$ cat src/rtl/core/rup_pkg.sv
// Package: shared constants, types and helpers of the reflectance uncertainty pipeline.
package rup_pkg;

    localparam int VALUE_WIDTH = 16;
    localparam int QFRAC       = 14;
    localparam int QONE        = 16384;

    localparam int NUM_W       = 31;
    localparam int DEN_W       = 18;
    localparam int DIV_STAGES  = NUM_W;
    localparam int SQ_STAGES   = 17;
    localparam int SQ_IN_W     = 2 * SQ_STAGES;

    localparam logic [2:0] REG_BASE_PATH  = 3'd0;
    localparam logic [2:0] REG_BASE_TRANS = 3'd1;
    localparam logic [2:0] REG_BASE_ALB   = 3'd2;
    localparam logic [2:0] REG_PLUS       = 3'd3;
    localparam logic [2:0] REG_MINUS      = 3'd4;
    localparam logic [2:0] REG_NOISE      = 3'd5;

    typedef struct packed {
        logic refl_valid;
        logic last;
    } side_t;

    function automatic logic signed [VALUE_WIDTH-1:0] sat_val(input logic signed [33:0] v);
        logic signed [33:0] hi;
        logic signed [33:0] lo;
        hi = 34'sd32767;
        lo = -34'sd32768;
        if (v > hi)
        begin
            sat_val = 16'sh7fff;
        end
        else if (v < lo)
        begin
            sat_val = 16'sh8000;
        end
        else
        begin
            sat_val = v[VALUE_WIDTH-1:0];
        end
    endfunction

endpackage

$ cat src/rtl/core/rup_div_pipe.sv
// Pipelined restoring divider: one quotient bit per stage, sign and side data carried along.
module rup_div_pipe
    import rup_pkg::*;
(
    input  logic             clk,
    input  logic             rst_n,
    input  logic             ce,
    input  logic             in_valid,
    input  logic [NUM_W-1:0] in_num,
    input  logic [DEN_W-1:0] in_den,
    input  logic             in_neg,
    input  side_t            in_side,
    output logic             out_valid,
    output logic [NUM_W-1:0] out_quo,
    output logic             out_neg,
    output side_t            out_side
);

    logic             valid_reg [DIV_STAGES];
    logic [DEN_W-1:0] rem_reg   [DIV_STAGES];
    logic [NUM_W-1:0] nq_reg    [DIV_STAGES];
    logic [DEN_W-1:0] den_reg   [DIV_STAGES];
    logic             neg_reg   [DIV_STAGES];
    side_t            side_reg  [DIV_STAGES];

    genvar k;
    generate
        for (k = 0; k < DIV_STAGES; k++)
        begin : g_stage
            logic             v_in;
            logic [DEN_W-1:0] rem_in;
            logic [NUM_W-1:0] nq_in;
            logic [DEN_W-1:0] den_in;
            logic             neg_in;
            side_t            side_in;
            logic [DEN_W:0]   trial;
            logic [DEN_W:0]   diff;
            logic             take;
            logic [DEN_W-1:0] rem_next;
            logic [NUM_W-1:0] nq_next;

            if (k == 0)
            begin : g_first
                assign v_in    = in_valid;
                assign rem_in  = '0;
                assign nq_in   = in_num;
                assign den_in  = in_den;
                assign neg_in  = in_neg;
                assign side_in = in_side;
            end
            else
            begin : g_next
                assign v_in    = valid_reg[k-1];
                assign rem_in  = rem_reg[k-1];
                assign nq_in   = nq_reg[k-1];
                assign den_in  = den_reg[k-1];
                assign neg_in  = neg_reg[k-1];
                assign side_in = side_reg[k-1];
            end

            assign trial    = {rem_in, nq_in[NUM_W-1]};
            assign diff     = trial - {1'b0, den_in};
            assign take     = trial >= {1'b0, den_in};
            assign rem_next = take ? diff[DEN_W-1:0] : trial[DEN_W-1:0];
            assign nq_next  = {nq_in[NUM_W-2:0], take};

            always_ff @(posedge clk or negedge rst_n)
            begin
                if (!rst_n)
                begin
                    valid_reg[k] <= 1'b0;
                end
                else if (ce)
                begin
                    valid_reg[k] <= v_in;
                end
            end

            always_ff @(posedge clk)
            begin
                if (ce)
                begin
                    rem_reg[k]  <= rem_next;
                    nq_reg[k]   <= nq_next;
                    den_reg[k]  <= den_in;
                    neg_reg[k]  <= neg_in;
                    side_reg[k] <= side_in;
                end
            end
        end
    endgenerate

    assign out_valid = valid_reg[DIV_STAGES-1];
    assign out_quo   = nq_reg[DIV_STAGES-1];
    assign out_neg   = neg_reg[DIV_STAGES-1];
    assign out_side  = side_reg[DIV_STAGES-1];

endmodule

$ cat config.mk
export PLATFORM = sky130hd
export DESIGN_NAME = rup_div_pipe
export DESIGN_NICKNAME = d
export VERILOG_FILES = /design/src/rtl/core/rup_pkg.sv /design/src/rtl/core/rup_div_pipe.sv
export SDC_FILE = /design/constraint.sdc
export NUM_CORES = 2
export LEC_CHECK = 0
export BUFFER_PORTS_ARGS = -buffer_cell sky130_fd_sc_hd__buf_2
export CORE_ASPECT_RATIO = 2
export CORE_MARGIN = 5
export CORE_UTILIZATION = 64
export CTS_CLUSTER_DIAMETER = 200
export DETAILED_ROUTE_END_ITERATION = 6
export GPL_ROUTABILITY_DRIVEN = 1
export GPL_TIMING_DRIVEN = 1
export PLACE_DENSITY_LB_ADDON = 0.15
export SLEW_MARGIN = 10
export SYNTH_ARGS = -nofsm -noshare
export SYNTH_HDL_FRONTEND = slang
export SYNTH_SLANG_ARGS = --single-unit
$ cat constraint.sdc
create_clock -name clk -period 4.7 [get_ports clk]
set_input_delay 0.94 -clock clk [delete_from_list [all_inputs] [get_ports clk]]
set_output_delay 0.94 -clock clk [all_outputs]
set_load 0.02 [all_outputs]
Word level (Yosys, flattened, before mapping)
Memories as Yosys holds them, arrays and structs flattened. Index checks and enable logic that the tools add are counted.

$lt $le $gt $ge: 31. Add/sub/neg operators: 31. Muxes and demuxes: 33.

Operator list (number): $ge 19x18->1 (30); $mux 18 (31); $sub 18x18->18 (30); $ge 1x18->1 (1); $sub 1x18->18 (1); $mux 1 (2).

RAM bits: 2170. Register bits: 31. Logic and storage cells: 131. Output and inout port bits: 35. Input port bits: 56. Memories: 5.

Memory list: nq_reg (depth 31, bits a word 31, rd ports 31, clocked after Yosys merged registers in 0, wr ports 31, line rup_div_pipe.sv:21) `logic [NUM_W-1:0] nq_reg [DIV_STAGES];`; den_reg (depth 31, bits a word 18, rd ports 30, clocked after Yosys merged registers in 0, wr ports 31, line rup_div_pipe.sv:22) `logic [DEN_W-1:0] den_reg [DIV_STAGES];`; rem_reg (depth 31, bits a word 18, rd ports 30, clocked after Yosys merged registers in 0, wr ports 31, line rup_div_pipe.sv:20) `logic [DEN_W-1:0] rem_reg [DIV_STAGES];`; side_reg (depth 31, bits a word 2, rd ports 31, clocked after Yosys merged registers in 0, wr ports 31, line rup_div_pipe.sv:24) `side_t side_reg [DIV_STAGES];`; neg_reg (depth 31, bits a word 1, rd ports 31, clocked after Yosys merged registers in 0, wr ports 31, line rup_div_pipe.sv:23) `logic neg_reg [DIV_STAGES];`.

Depth between registers and ports, before layout
An unclocked memory read counts as a cell.

Depth in word-level cells: 3. Mapped depth: 12. Mapped depth without buffers: 11.

Worst setup path before layout
No wires, ideal clock.

Path kind: flip-flop to flip-flop. From: memory rem_reg[26][0]. To: memory rem_reg[27][10], data pin. Arrival time: 3003 ps. Stages on the path, launching flop included: 10. Path buffers: 1. Period minus slack after synthesis: 3263 ps. Required time: 4440 ps. Library setup time: 260 ps. Slack: 1437 ps. Cells stage by stage: edfxtp_1 -> ha_1 -> nor2b_1 -> o31a_1 -> o41a_1 -> a41oi_2 -> o311ai_1 -> a2111oi_4 -> buf_6 -> mux2_4.

RTL lines (line): start, declared (rup_div_pipe.sv:20).

==> flow_summary.toml <==
[place]
place_area_um2 = 103000
hpwlAfterDp_um = 155000
port_buffers = 90
gp_congestion = 0.928

[clocking]
post_cts_buffers = 0
hold_buffers = 0
clock-root-buffer = "clkbuf_16"
post_cts_resized = 0
clk-insertion-delay-late_ns = 0.81
htreeDepth = 4
cts_made_buffers = 187
cts_tree = "done"
cts_max_path_buffers = 4
clock-sinks = 2165
path_clk_slew_ns = 0.07

[outcome]
status = "complete, no violations"

[die]
top_level_ports = 91
row_count = 204
initial_core_util = 0.642
die_w_um = 288
die_h_um = 566
die_area_um2 = 163000
core_um2 = 154000

[global_routing]
antenna_found_initial = 2
gr-usage-all-layers = 0.260
grt_overflow = 0
grt_max_degree = 141
grt_pass1_vias = 60749
grt_pass1_wl_um = 329000

[critical_path]
crit_fanout = 3
critPathKind = "register to register"
crit_slowest_cell = "a211oi_1"
cp.required_ns = 5.25
endpoint_kind = "register"
cp_data_arrival_time_ns = 4.28
crit_top_cell = "inv_1"
start_kind = "register"
max_stage_delay_ns = 0.60
cp_top_family = "compound AO/OA/AOI/OAI gates"
ff2ff_path_depth = 12
crit_chain = "inv_1 > ha_1 > inv_1 > fa_1 > a21oi_1 > o211ai_1 > a2111oi_1 > buf_4 > nor4b_1 > a211oi_1 > xnor2_1 > mux2_2"
cp_num_cells = 12
worst-r2r-setup-slack_ns = 0.97
cp_num_buf_inv = 3

[final_layout]
drive_gt1_frac = 0.121
nets = 7978
syn_to_final_growth_pct = 9.90
fin_area_um2 = 109000
largest_register_ffs = 961

[sta]
worstMarginPinSlew_ns = 0.992
setup_tns_ns = 0
post-route-min-period_ns = 3.73
final-setup-viol-count = 0
fin_worst_skew_ns = 0.0543
hold_viol_final = 0
slew_headroom = 0.339
fmax_mhz = 268
slew_violations = 0
fin_crit_sh = 0.793
rsz0062_at_grt = "false"

[synthesis]
syn_avg_cell_area_um2 = 14.0
ys.flop_type = "edfxtp_1"
ys_warn_count = 0
synth_edf_count = 2134
synthesis.area_um2 = 99100
synth_cell_types = 85
ys_seq_area_frac = 0.655
syn_nets = 7721
synth-seq-cells = 2165
async_reset_ff_frac = 0.0143
syn_inst = 7094

[route]
firstDrtPassIters = 7
vias = 57793
wl_per_cell_um = 22.4
drt_iter0_markers = 3437
routed_via_density = 6.05
finalWirelength_um = 214000
drcViolationCount = 0
antenna_left = 0

[power_and_ir_drop]
p_leak_nw = 41.6
pwr_density_cell_nw_per_um2 = 656
ir_drop_mv = 0.472

[min_path]
hp-class = "primary input to async pin"

[flow_run]
maxCapViolCount = 0
[worst reg2reg max path: cells and delay by family (launching register included)]
kind / cells / cell delay [ns]
mux: 1 / 0.30
compound gates: 4 / 1.60
flops: 1 / 0.45
xor+xnor: 1 / 0.13
buf+inv: 3 / 0.37
simple gates: 1 / 0.05
fa+ha+maj: 2 / 0.60
[final cells by class]
cell class,instances,area (um2)
diodes,2,5.00
clock buffers,214,4880
clock inverters,116,1380
fillers,10493,45300
inverters,683,2560
multi-input cells,4129,31200
flip-flops and latches,2165,64900
well taps,2060,2580
repair buffers,185,1390
[stage by stage]
| stage | hold WS, ns | cells | util | worst slack (ns) | total power [mW] |
|---|---|---|---|---|---|
| finish | 0.160 | 9554 | 0.706 | 0.972 | 71.4 |
| global placement | 0.400 | 9222 | 0.666 | 1.07 | 54.7 |
| global route | 0.194 | 9553 | 0.706 | 0.771 | 75.2 |
| CTS | 0.134 | 9552 | 0.706 | 1.01 | 71.5 |
| floorplan | 0.400 | 7094 | - | 1.44 | 47.6 |
| detailed placement | 0.405 | 9222 | 0.666 | 1.01 | 55.4 |
[placed cells by master (no fill, tap or decap), types with 34 or more instances in the layout]
| master | instances |
|---|---|
| edfxtp_1 | 2134 |
| inv_1 | 683 |
| ha_1 | 542 |
| a21oi_1 | 474 |
| o21ai_0 | 368 |
| mux2_2 | 368 |
| nor2_1 | 354 |
| nand2_1 | 260 |
| xnor2_1 | 236 |
| clkbuf_16 | 191 |
| a21o_1 | 151 |
| o21a_1 | 127 |
| xor2_1 | 123 |
| nand3_1 | 107 |
| buf_2 | 89 |
| buf_4 | 78 |
| nor3_1 | 76 |
| nor2b_1 | 76 |
| nand4_1 | 71 |
| nand2b_1 | 69 |
| o21bai_1 | 67 |
| a211oi_1 | 55 |
| a31oi_1 | 46 |
| o31a_1 | 42 |
| and3_1 | 36 |
| o31ai_1 | 35 |
| mux2i_1 | 34 |
[worst paths after layout]
path / from / endpoint
max: nq_reg[12][30] / rem_reg[13][14]
min: rst_n / g_stage[8].v_in
max reg2reg: nq_reg[12][30] / rem_reg[13][14]
min reg2reg: nq_reg[14][17] / nq_reg[15][18]
max in group asynchronous: rst_n / g_stage[10].v_in
min in group clk: in_num[15] / nq_reg[0][16]
[logic make-up after synthesis]
logic type | count (synthesis) | share of synthesized area
muxes | 410 | 0.0465
adders and majority gates | 571 | 0.0743
AOI/OAI and AO/OA | 1600 | 0.104
buffers and inverters | 800 | 0.0306
and+or+nand+nor | 1189 | 0.0585
xor gates and xnor gates | 359 | 0.0317
DFF | 2165 | 0.655
[cells in the mapped netlist, drive strengths merged, types with 71 or more instances]
cell / number / area [um2]
edfxtp: 2134 / 64100
inv: 683 / 2560
ha: 542 / 6780
a21oi: 476 / 2390
mux2: 376 / 4260
o21ai: 369 / 1850
nor2: 354 / 1330
nand2: 260 / 976
xnor2: 236 / 2070
a21o: 151 / 1130
o21a: 127 / 953
xor2: 123 / 1080
nand3: 107 / 536
clkbuf: 94 / 353
nor2b: 76 / 475
nor3: 76 / 380
nand4: 71 / 444
[power by group]
group / internal [mW] / switching (mW)
combinational: 11.9 / 15.0
clock: 8.93 / 6.92
sequential: 26.4 / 2.31
total: 47.2 / 24.2
[per-layer routing]
metal | routed length (um) | vias to the layer above | GRT usage | share of wire
li1 | - | 27122 | - | -
met1 | 64900 | 28351 | 0.232 | 0.30
met2 | 124000 | 1512 | 0.519 | 0.58
met3 | 6280 | 808 | 0.0287 | 0.029
met4 | 18900 | 0 | 0.188 | 0.089
met5 | 0 | - | 0 | 0
Note: power is estimated with default switching activity, not from simulation.
